## config.mk

```make
export PLATFORM = sky130hd
export DESIGN_NAME = ir_pulse_distance_transmitter_unit_flat
export DESIGN_NICKNAME = d
export VERILOG_FILES = /design/src/hw/rtl/irpdt_pkg.sv /design/src/hw/rtl/irpdt_if.sv /design/src/hw/rtl/ir_pulse_distance_transmitter_unit.sv /design/src/flat_wrapper.sv
export SDC_FILE = /design/constraint.sdc
export NUM_CORES = 1
export LEC_CHECK = 0
export BUFFER_PORTS_ARGS = -buffer_cell sky130_fd_sc_hd__buf_4
export CORE_MARGIN = 5
export CORE_UTILIZATION = 66
export DETAILED_ROUTE_END_ITERATION = 16
export PLACE_DENSITY = 0.88
export SYNTH_ARGS = -nofsm -noshare
export SYNTH_HDL_FRONTEND = slang
export SYNTH_SLANG_ARGS = --single-unit
```

## constraint.sdc

```tcl
create_clock -name clk -period 10.1 [get_ports clk]
set_clock_uncertainty 0.15 [all_clocks]
set_input_delay 0.505 -clock clk [delete_from_list [all_inputs] [get_ports clk]]
set_output_delay 0.505 -clock clk [all_outputs]
set_load 0.02 [all_outputs]
```

## src/hw/rtl/irpdt_pkg.sv

```systemverilog
// Package: types, constants and helpers for the IR pulse-distance transmitter.
package irpdt_pkg;

    localparam int TIMER_WIDTH = 16;
    localparam int CFG_DATA_W  = 16;
    localparam int NUM_REGS    = 6;
    localparam int CFG_IDX_W   = 3;
    localparam int BYTE_BITS   = 8;
    localparam int FRAME_BITS  = 4 * BYTE_BITS;
    localparam int BITS_W      = 6;

    localparam logic [CFG_IDX_W-1:0] REG_BURST      = 3'd0;
    localparam logic [CFG_IDX_W-1:0] REG_LEAD_MARK  = 3'd1;
    localparam logic [CFG_IDX_W-1:0] REG_LEAD_SPACE = 3'd2;
    localparam logic [CFG_IDX_W-1:0] REG_ZERO_SPACE = 3'd3;
    localparam logic [CFG_IDX_W-1:0] REG_ONE_SPACE  = 3'd4;
    localparam logic [CFG_IDX_W-1:0] REG_DEV_ADDR   = 3'd5;

    localparam logic [CFG_DATA_W-1:0] RST_BURST      = 16'd560;
    localparam logic [CFG_DATA_W-1:0] RST_LEAD_MARK  = 16'd9000;
    localparam logic [CFG_DATA_W-1:0] RST_LEAD_SPACE = 16'd4500;
    localparam logic [CFG_DATA_W-1:0] RST_ZERO_SPACE = 16'd560;
    localparam logic [CFG_DATA_W-1:0] RST_ONE_SPACE  = 16'd1690;
    localparam logic [CFG_DATA_W-1:0] RST_DEV_ADDR   = 16'd0;

    localparam logic OP_TICK  = 1'b0;
    localparam logic OP_START = 1'b1;

    typedef enum logic [2:0] {
        PH_IDLE        = 3'd0,
        PH_LEAD_MARK   = 3'd1,
        PH_LEAD_SPACE  = 3'd2,
        PH_BIT_MARK    = 3'd3,
        PH_BIT_SPACE   = 3'd4,
        PH_STOP_MARK   = 3'd5,
        PH_FINAL_SPACE = 3'd6
    } phase_t;

    typedef struct packed {
        logic line_level;
        logic drive_enable;
        logic busy_res;
        logic frame_done;
    } result_t;

    // Timer load: register value zero-extended or truncated to the timer width.
    function automatic logic [TIMER_WIDTH-1:0] timer_load(input logic [CFG_DATA_W-1:0] v);
        logic [31:0] wide;
        wide = 32'(v);
        return wide[TIMER_WIDTH-1:0];
    endfunction

endpackage

```

## src/hw/rtl/irpdt_if.sv

```systemverilog
// Interfaces: command channel and result channel of the IR transmitter.
interface irpdt_cmd_if;
    logic       valid;
    logic       ready;
    logic       operation;
    logic [7:0] code_byte;

    modport source (output valid, output operation, output code_byte, input ready);
    modport sink   (input valid, input operation, input code_byte, output ready);
endinterface

interface irpdt_res_if;
    logic valid;
    logic ready;
    logic line_level;
    logic drive_enable;
    logic busy_res;
    logic frame_done;

    modport source (output valid, output line_level, output drive_enable,
                    output busy_res, output frame_done, input ready);
    modport sink   (input valid, input line_level, input drive_enable,
                    input busy_res, input frame_done, output ready);
endinterface

```

## src/hw/rtl/ir_pulse_distance_transmitter_unit.sv

```systemverilog
// Top level: IR pulse-distance frame transmitter stepped by microsecond ticks.
// Usage: every command transaction gives exactly one result transaction, and
// one command is taken per cycle while ready is high. A command is either a
// one-microsecond tick or a frame start carrying a code byte. A start taken
// while idle latches {~code, code, address} and begins the frame (lead mark,
// lead space, 32 bits LSB first, stop mark, final space); a start while busy
// is ignored. Each tick reports the level of the segment in progress and
// advances a down-counter; a segment of length L lasts max(L,1) ticks. The
// segment state advances in the cycle the command is taken, and its result
// lands in a two-entry output buffer (result register plus skid register), so
// the command side keeps running while one result waits; ready drops only
// when both entries are full. Each result leaves from a register.
// Timing registers are sampled when a segment is entered; the address is
// sampled at frame start. Writes to an index beyond the last register are
// dropped.
module ir_pulse_distance_transmitter_unit
    import irpdt_pkg::*;
(
    input  logic                  clk,
    input  logic                  rst_n,
    input  logic                  cfg_we,
    input  logic [CFG_IDX_W-1:0]  cfg_index,
    input  logic [CFG_DATA_W-1:0] cfg_data,
    irpdt_cmd_if.sink             cmd,
    irpdt_res_if.source           res
);

    // Configuration registers
    logic [CFG_DATA_W-1:0] burst_reg, lead_mark_reg, lead_space_reg;
    logic [CFG_DATA_W-1:0] zero_space_reg, one_space_reg, dev_addr_reg;

    // Frame state
    phase_t                 phase_reg, phase_next;
    logic [BITS_W-1:0]      bits_left_reg, bits_left_next;
    logic [TIMER_WIDTH-1:0] ticks_left_reg, ticks_left_next;
    logic [FRAME_BITS-1:0]  frame_shift_reg, frame_shift_next;

    // Output buffer: main result register and a skid register behind it
    result_t main_data_reg, skid_data_reg, res_calc;
    logic    main_valid_reg, skid_valid_reg;

    logic push, pop, busy, seg_end;

    assign cmd.ready = !skid_valid_reg;
    assign push      = cmd.valid && cmd.ready;
    assign pop       = main_valid_reg && res.ready;

    always_comb
    begin
        busy = (phase_reg == PH_LEAD_MARK) || (phase_reg == PH_LEAD_SPACE) ||
               (phase_reg == PH_BIT_MARK) || (phase_reg == PH_BIT_SPACE) ||
               (phase_reg == PH_STOP_MARK) || (phase_reg == PH_FINAL_SPACE);
    end

    assign seg_end = (ticks_left_reg <= TIMER_WIDTH'(1));

    always_ff @(posedge clk or negedge rst_n)
    begin
        if (!rst_n)
        begin
            burst_reg      <= RST_BURST;
            lead_mark_reg  <= RST_LEAD_MARK;
            lead_space_reg <= RST_LEAD_SPACE;
            zero_space_reg <= RST_ZERO_SPACE;
            one_space_reg  <= RST_ONE_SPACE;
            dev_addr_reg   <= RST_DEV_ADDR;
        end
        else if (cfg_we)
        begin
            unique case (cfg_index)
                REG_BURST:      burst_reg      <= cfg_data;
                REG_LEAD_MARK:  lead_mark_reg  <= cfg_data;
                REG_LEAD_SPACE: lead_space_reg <= cfg_data;
                REG_ZERO_SPACE: zero_space_reg <= cfg_data;
                REG_ONE_SPACE:  one_space_reg  <= cfg_data;
                REG_DEV_ADDR:   dev_addr_reg   <= cfg_data;
                default:        ;
            endcase
        end
    end

    // Next-state logic: segment sequencing and down-counter
    always_comb
    begin
        phase_next       = phase_reg;
        bits_left_next   = bits_left_reg;
        ticks_left_next  = ticks_left_reg;
        frame_shift_next = frame_shift_reg;

        if (!busy)
        begin
            phase_next = PH_IDLE;
            if (cmd.operation == OP_START)
            begin
                frame_shift_next = {~cmd.code_byte, cmd.code_byte, dev_addr_reg};
                bits_left_next   = BITS_W'(FRAME_BITS);
                phase_next       = PH_LEAD_MARK;
                ticks_left_next  = timer_load(lead_mark_reg);
            end
        end
        else if (cmd.operation == OP_TICK)
        begin
            if (!seg_end)
            begin
                ticks_left_next = ticks_left_reg - TIMER_WIDTH'(1);
            end
            else
            begin
                unique case (phase_reg)
                    PH_LEAD_MARK:
                    begin
                        phase_next      = PH_LEAD_SPACE;
                        ticks_left_next = timer_load(lead_space_reg);
                    end
                    PH_LEAD_SPACE:
                    begin
                        phase_next      = PH_BIT_MARK;
                        ticks_left_next = timer_load(burst_reg);
                    end
                    PH_BIT_MARK:
                    begin
                        phase_next      = PH_BIT_SPACE;
                        ticks_left_next = frame_shift_reg[0] ? timer_load(one_space_reg)
                                                             : timer_load(zero_space_reg);
                    end
                    PH_BIT_SPACE:
                    begin
                        frame_shift_next = frame_shift_reg >> 1;
                        ticks_left_next  = timer_load(burst_reg);
                        if (bits_left_reg <= BITS_W'(1))
                        begin
                            bits_left_next = '0;
                            phase_next     = PH_STOP_MARK;
                        end
                        else
                        begin
                            bits_left_next = bits_left_reg - BITS_W'(1);
                            phase_next     = PH_BIT_MARK;
                        end
                    end
                    PH_STOP_MARK:
                    begin
                        phase_next      = PH_FINAL_SPACE;
                        ticks_left_next = timer_load(lead_space_reg);
                    end
                    default:
                    begin
                        // final space over: frame complete
                        phase_next      = PH_IDLE;
                        ticks_left_next = '0;
                    end
                endcase
            end
        end
    end

    // Output logic: result of the transaction being taken
    always_comb
    begin
        res_calc = '{line_level: 1'b1, drive_enable: 1'b0, busy_res: 1'b0, frame_done: 1'b0};
        if (busy)
        begin
            res_calc.line_level   = !((phase_reg == PH_LEAD_MARK) ||
                                      (phase_reg == PH_BIT_MARK) ||
                                      (phase_reg == PH_STOP_MARK));
            res_calc.drive_enable = 1'b1;
            res_calc.busy_res     = 1'b1;
            res_calc.frame_done   = (cmd.operation == OP_TICK) && seg_end &&
                                    (phase_reg == PH_FINAL_SPACE);
        end
        else if (cmd.operation == OP_START)
        begin
            // frame starts in the lead mark
            res_calc.line_level   = 1'b0;
            res_calc.drive_enable = 1'b1;
            res_calc.busy_res     = 1'b1;
        end
    end

    always_ff @(posedge clk or negedge rst_n)
    begin
        if (!rst_n)
        begin
            phase_reg       <= PH_IDLE;
            bits_left_reg   <= '0;
            ticks_left_reg  <= '0;
            frame_shift_reg <= '0;
        end
        else if (push)
        begin
            phase_reg       <= phase_next;
            bits_left_reg   <= bits_left_next;
            ticks_left_reg  <= ticks_left_next;
            frame_shift_reg <= frame_shift_next;
        end
    end

    // Output buffer control
    always_ff @(posedge clk or negedge rst_n)
    begin
        if (!rst_n)
        begin
            main_valid_reg <= 1'b0;
            skid_valid_reg <= 1'b0;
        end
        else if (!main_valid_reg || pop)
        begin
            if (skid_valid_reg)
            begin
                main_valid_reg <= 1'b1;
                skid_valid_reg <= 1'b0;
            end
            else
            begin
                main_valid_reg <= push;
            end
        end
        else if (push)
        begin
            skid_valid_reg <= 1'b1;
        end
    end

    always_ff @(posedge clk)
    begin
        if (!main_valid_reg || pop)
        begin
            main_data_reg <= skid_valid_reg ? skid_data_reg : res_calc;
        end
        else if (push)
        begin
            skid_data_reg <= res_calc;
        end
    end

    assign res.valid        = main_valid_reg;
    assign res.line_level   = main_data_reg.line_level;
    assign res.drive_enable = main_data_reg.drive_enable;
    assign res.busy_res     = main_data_reg.busy_res;
    assign res.frame_done   = main_data_reg.frame_done;

    // Skid entry only ever sits behind a full result register
    a_skid_behind_main: assert property (@(posedge clk) disable iff (!rst_n)
        skid_valid_reg |-> main_valid_reg)
        else $error("skid entry valid with empty result register");

    // A frame_done result leaves the sequencer idle with a cleared counter
    a_done_to_idle: assert property (@(posedge clk) disable iff (!rst_n)
        (push && res_calc.frame_done) |=> (phase_reg == PH_IDLE) && (ticks_left_reg == '0))
        else $error("frame_done without return to idle");

    // A start taken while idle always enters the lead mark
    a_start_enters_lead: assert property (@(posedge clk) disable iff (!rst_n)
        (push && !busy && cmd.operation == OP_START) |=>
            (phase_reg == PH_LEAD_MARK) && (bits_left_reg == BITS_W'(FRAME_BITS)))
        else $error("start from idle did not enter lead mark");

    // Line is released whenever the result says not busy
    a_release_when_idle: assert property (@(posedge clk) disable iff (!rst_n)
        (push && !res_calc.busy_res) |-> (!res_calc.drive_enable && res_calc.line_level))
        else $error("line driven while idle");

endmodule

```

## src/flat_wrapper.sv

```systemverilog
// flat-port wrapper written by rule: the top's interface ports become plain ports
module ir_pulse_distance_transmitter_unit_flat import irpdt_pkg::*;
  (clk, rst_n, cfg_we, cfg_index, cfg_data, cmd_valid, cmd_operation, cmd_code_byte, cmd_ready, res_valid, res_line_level, res_drive_enable, res_busy_res, res_frame_done, res_ready);
  irpdt_cmd_if cmd_i ();
  irpdt_res_if res_i ();
  input  logic clk;
  input  logic rst_n;
  input  logic cfg_we;
  input  logic [CFG_IDX_W-1:0] cfg_index;
  input  logic [CFG_DATA_W-1:0] cfg_data;
  input wire logic [$bits(cmd_i.valid)-1:0] cmd_valid;
  input wire logic [$bits(cmd_i.operation)-1:0] cmd_operation;
  input wire logic [$bits(cmd_i.code_byte)-1:0] cmd_code_byte;
  output wire logic [$bits(cmd_i.ready)-1:0] cmd_ready;
  output wire logic [$bits(res_i.valid)-1:0] res_valid;
  output wire logic [$bits(res_i.line_level)-1:0] res_line_level;
  output wire logic [$bits(res_i.drive_enable)-1:0] res_drive_enable;
  output wire logic [$bits(res_i.busy_res)-1:0] res_busy_res;
  output wire logic [$bits(res_i.frame_done)-1:0] res_frame_done;
  input wire logic [$bits(res_i.ready)-1:0] res_ready;
  assign cmd_i.valid = cmd_valid;
  assign cmd_i.operation = cmd_operation;
  assign cmd_i.code_byte = cmd_code_byte;
  assign cmd_ready = cmd_i.ready;
  assign res_valid = res_i.valid;
  assign res_line_level = res_i.line_level;
  assign res_drive_enable = res_i.drive_enable;
  assign res_busy_res = res_i.busy_res;
  assign res_frame_done = res_i.frame_done;
  assign res_i.ready = res_ready;
  ir_pulse_distance_transmitter_unit u_core (.clk(clk), .rst_n(rst_n), .cfg_we(cfg_we), .cfg_index(cfg_index), .cfg_data(cfg_data), .cmd(cmd_i), .res(res_i));
endmodule
```

Word-level counts from Yosys, hierarchy flattened:

Index checks and enable logic that the tools add are counted.
W data, S select, Z words.

* bits in registers: 163
* input bits: 33

* $add $sub $neg: 2
* magnitude comparators: 2
* eq/ne operators: 13
* multiplexer cells: 30
* bitwise logic cells: 3
* reductions and logical operators: 32

Operator list (number)
* $mux W32: 5
* $mux W16: 5
* $pmux W16 S3: 1
* $mux W6: 6
* $mux W3: 6
* $le A16 B1 Y1 const B: 1
* $sub A16 B1 Y16 const B: 1
* $eq A3 B3 Y1 const B: 5
* $pmux W3 S5: 1
* $reduce_and A2 Y1: 7
* $eq A3 B2 Y1 const B: 4
* $logic_or A1 B1 Y1: 8
* $not A8 Y8: 1
* $reduce_bool A2 Y1: 4
* $eq A3 B1 Y1 const B: 2
* $le A6 B1 Y1 const B: 1
* $reduce_and A3 Y1: 2
* $sub A6 B1 Y6 const B: 1
* $mux W1: 5
* $reduce_and A5 Y1: 1
* $logic_and A1 B1 Y1: 4
* $mux W4: 1
* $ne A2 B2 Y1 const B: 2
* $reduce_or A2 Y1: 2
* other kinds (3): 6

Longest topological paths before layout:

* depth in word-level cells: 8
* mapped depth: 16

Worst setup path before layout:

Ideal clock, no wire load.

* path type: register -> register
* start: register u_core.phase_reg[2]
* end: register u_core.bits_left_reg[1]
* arrival time: 2.972 ns
* required time: 9.854 ns
* path slack: 6.882 ns
* stages on the path, launching flop included: 16
* clock period less this slack: 3.218 ns
* path through: dfrtp_1 > buf_2 > or3_1 > and2_1 > buf_2 > inv_2 > buf_4 > buf_2 > ha_1 > and3b_1 > clkbuf_1 > and2_1 > a32oi_1 > buf_2 > nand2_1 > o31ai_1

* longest elaborated chain between the ends: 8
* elaborated cells on any way between the ends: 16
* those cells by class: eq/ne: 7; mux: 1; reduce/logical: 8

Ends and longest elaborated chain
* start: declaration: line ir_pulse_distance_transmitter_unit.sv:33 `phase_t phase_reg, phase_next;`
* start signal: assignment: line ir_pulse_distance_transmitter_unit.sv:191 `phase_reg <= phase_next;`
* $eq A3 B1 Y1 / $eq A3 B2 Y1 (equally long branches): line ir_pulse_distance_transmitter_unit.sv:50 `busy = (phase_reg == PH_LEAD_MARK) || (phase_reg == PH_LEAD_SPACE) ||`
* $logic_or A1 B1 Y1 (2 in a row): line ir_pulse_distance_transmitter_unit.sv:50
* $logic_or A1 B1 Y1 (2 in a row): line ir_pulse_distance_transmitter_unit.sv:51 `(phase_reg == PH_BIT_MARK) || (phase_reg == PH_BIT_SPACE) ||`
* $logic_or A1 B1 Y1: line ir_pulse_distance_transmitter_unit.sv:52 `(phase_reg == PH_STOP_MARK) || (phase_reg == PH_FINAL_SPACE);`
* $ne A2 B2 Y1 (no line) / $reduce_bool A2 Y1 (equally long branches)
* $reduce_and A5 Y1 (no line)
* end signal: assignment: line ir_pulse_distance_transmitter_unit.sv:192 `bits_left_reg <= bits_left_next;`
* end: declaration: line ir_pulse_distance_transmitter_unit.sv:34 `logic [BITS_W-1:0] bits_left_reg, bits_left_next;`

Several ways; a longest one is shown, not always the timed one.
A chain may end at the register's enable or synchronous reset.

Worst setup path in the final report:

* start: register u_core.phase_reg[0]
* end: register u_core.bits_left_reg[4]

Same word-level chain as after synthesis.

==> metrics.yaml <==
syn_inst: 731
largest_reg_flops: 32
fin_crit_sh_pct: 47.70
dieArea_mm2: 0.01436
rsz0062_at_grt: "no"
grt_start_max_net_pins: 85
regToRegSetupSlack_ps: 5280
synth_seq_area_share_pct: 51.34
dp.cells: 865
leakagePower_nw: 3.723
final_nets: 776
worst-path-stages: 9
diodes: 0
arrival_ps: 4990
totalWireLength_mm: 19.69
cts_tree: "done"
power.density_mw_per_mm2: 279.2
grt_pass1_vias: 5987
start_kind: "flip-flop"
synth_top_area_share_pct: 41.82
worstMarginPinSlew_ps: 1318
start_util_pct: 66.82
synth_nets: 770
slowest_stage: "dfrtp_2"
num_rows: 40
avgRoutedWirePerCell_um: 21.96
max_freq_mhz: 207.6
crit_required_ps: 10280
synth_seq_cells: 161
maxCapViolations: 0
synthFlopType: "dfrtp_1"
clockBufferDepth: 2
drcViolationCount: 0
grt_usage_pct: 28.94
gp_congestion: 0.9110
cts.clk_slew.worst_paths_ps: 60
hpwlAfterDp_mm: 12.66
clk_latency_ps: 430
ctsResizeCount: 0
cts_inserted_buffers: 17
io_pins: 39
clkSinkCount: 161
h-tree-depth: 4
synthesis.area_mm2: 0.007959
synth-edff-count: 6
finalSetupTns_ps: 0
postCtsSetupBuffers: 0
place_ws_ps: 5401
io_buffers: 38
ir_worst_vdd_mv: 0.2153
crit_fanout: 66
grt_pass1_wl_mm: 32.42
crit_start: "u_core.phase_reg[0]"
r2r_cells: 9
vias: 5991
holdBufCountCts: 0
status: "complete, but fails checks"
yosysWarnings: 0
synth_cell_types: 72
synth_common_cells: "133 x dfrtp_1, 99 x mux2_2, 86 x nand2_1, 58 x nor2_1, 37 x o21ai_0"
drt_iter0_drc: 722
reg2reg_from: "u_core.phase_reg[0]"
critical_path.cell_chain: "nand3_1, and2_1, inv_2, ha_1, and3b_1, and2_1, a32o_2, nand3_2, o31ai_1"
crit_family: "simple AND/OR/NAND/NOR gates"
ant_nets: 0
gr-total-overflow: 0
dr.pass1.iters: 6
crit_end: "u_core.bits_left_reg[4]"
fin_crit_ps: 4818
syn_area_per_cell_um2: 10.89
setup_viol: 0
postLayoutCellArea_mm2: 0.008807
relSlewSlack_pct: 11.95
grt_antenna_before_repair: 0
synth.most_common_cell: "dfrtp_1"
drive_gt1_share_pct: 27.47
end_kind: "flip-flop"
r2r_end: "u_core.bits_left_reg[4]"
hold_path.class: "primary input to async pin"
fin_worst_hold_slack_ps: -40.79
hold_viol_final: 48
path_class: "flip-flop to flip-flop"
die_w_um: 119.8
dieHeight_um: 119.8
crit_path_max_incr_delay_ps: 1070
placed_area_mm2: 0.008177
final.setup.worst_slack_ps: 5282
yosys.area.top_type: "dfrtp_1"
async_reset_ff_share_pct: 96.27
vias_per_cell: 6.679
core_area_mm2: 0.01191
drv_slew: 0
stdcell_count: 897
worst-path-buf-inv: 1
failed_checks: "hold timing"
path_common_cell: "and2_1"
clk_root_buffer_cell: "clkbuf_16"
area_growth_pct: 10.66
synth_area_leaders: "dfrtp_1 42%, mux2_2 14%, dfstp_2 7.3%"
power by group:
| part | internal, mW | switching [mW] | total, mW |
|---|---|---|---|
| registers | 0.858 | 0.215 | 1.07 |
| logic | 0.306 | 0.399 | 0.705 |
| clock network | 0.418 | 0.263 | 0.681 |
area by class of cell:
type,count,area [um^2]
repair buffers,43,326.6
well taps,147,183.9
multi-input cells,502,3533
clock buffers,22,484.2
inverters,12,45.04
clock inverters,10,146.4
fillers,779,3104
flip-flops and latches,161,4088
worst min-delay path by stage:
stage	startpoint	endpoint	slack, ps	depth (start not counted)
global route	rst_n	u_core.frame_shift_reg[20]	30	1
CTS	rst_n	u_core.frame_shift_reg[20]	9	1
floorplan	rst_n	u_core.bits_left_reg[0]	60	0
finish	rst_n	u_core.frame_shift_reg[18]	-40	1
global placement	u_core.frame_shift_reg[24]	u_core.frame_shift_reg[24]	310	2
detailed placement	u_core.frame_shift_reg[24]	u_core.frame_shift_reg[24]	310	2
metrics by stage:
stage | util (%) | hold slack [ps] | power, mW
6_report | 73.94 | -40.79 | 2.459
2_1_floorplan | - | 59.41 | 1.564
3_5_place_dp | 68.65 | 305.5 | 1.760
3_3_place_gp | 68.65 | 306.3 | 1.708
5_1_grt | 73.94 | 27.19 | 2.599
4_1_cts | 73.94 | 9.262 | 2.449
worst register-to-register path, delay by kind of cell (launching register included):
kind / cells / cell delay [ps]
AND/OR/NAND/NOR: 5 / 1410
AO/OA/AOI/OAI: 2 / 1180
flip-flops: 1 / 1070
buffers and inverters: 1 / 620
adder cells (fa/ha/maj): 1 / 270
routing by layer:
metal,up-vias,track usage (%),part of all wire (%)
li1,2677,-,-
met1,2978,39.53,42
met2,286,46.47,49
met3,50,6.786,6.9
met4,0,8.876,2.4
met5,-,0,0
cells by family (layout without fill, tap and decap cells):
kind of cell / after synthesis / after routing / synth area share [%]
muxes: 114 / 114 / 15.89
buffers and inverters: 68 / 87 / 4.323
AOI/OAI and AO/OA: 160 / 160 / 14.04
adders and majority gates: 6 / 6 / 0.9432
and+or+nand+nor: 217 / 217 / 12.91
xor gates and xnor gates: 5 / 5 / 0.5503
DFF: 161 / 161 / 51.34
placed cells by master, fill, tap and decap left out, types with 4 or more instances in the layout:
cell	instances
dfstp_2	22
mux2_2	99
nand3_1	16
a21oi_1	12
a31oi_1	24
edfxtp_1	6
nand4_1	4
a22oi_1	14
nor3_1	11
buf_4	42
ha_1	6
clkbuf_8	4
clkbuf_16	17
nand2_1	86
nor4_1	4
mux2i_1	15
nor3b_1	4
nor2_1	58
o31ai_1	7
a211o_1	14
o21ai_0	37
a221oi_1	4
inv_1	11
o211ai_1	10
dfrtp_1	132
No activity file was read; power rests on OpenSTA's default activity.
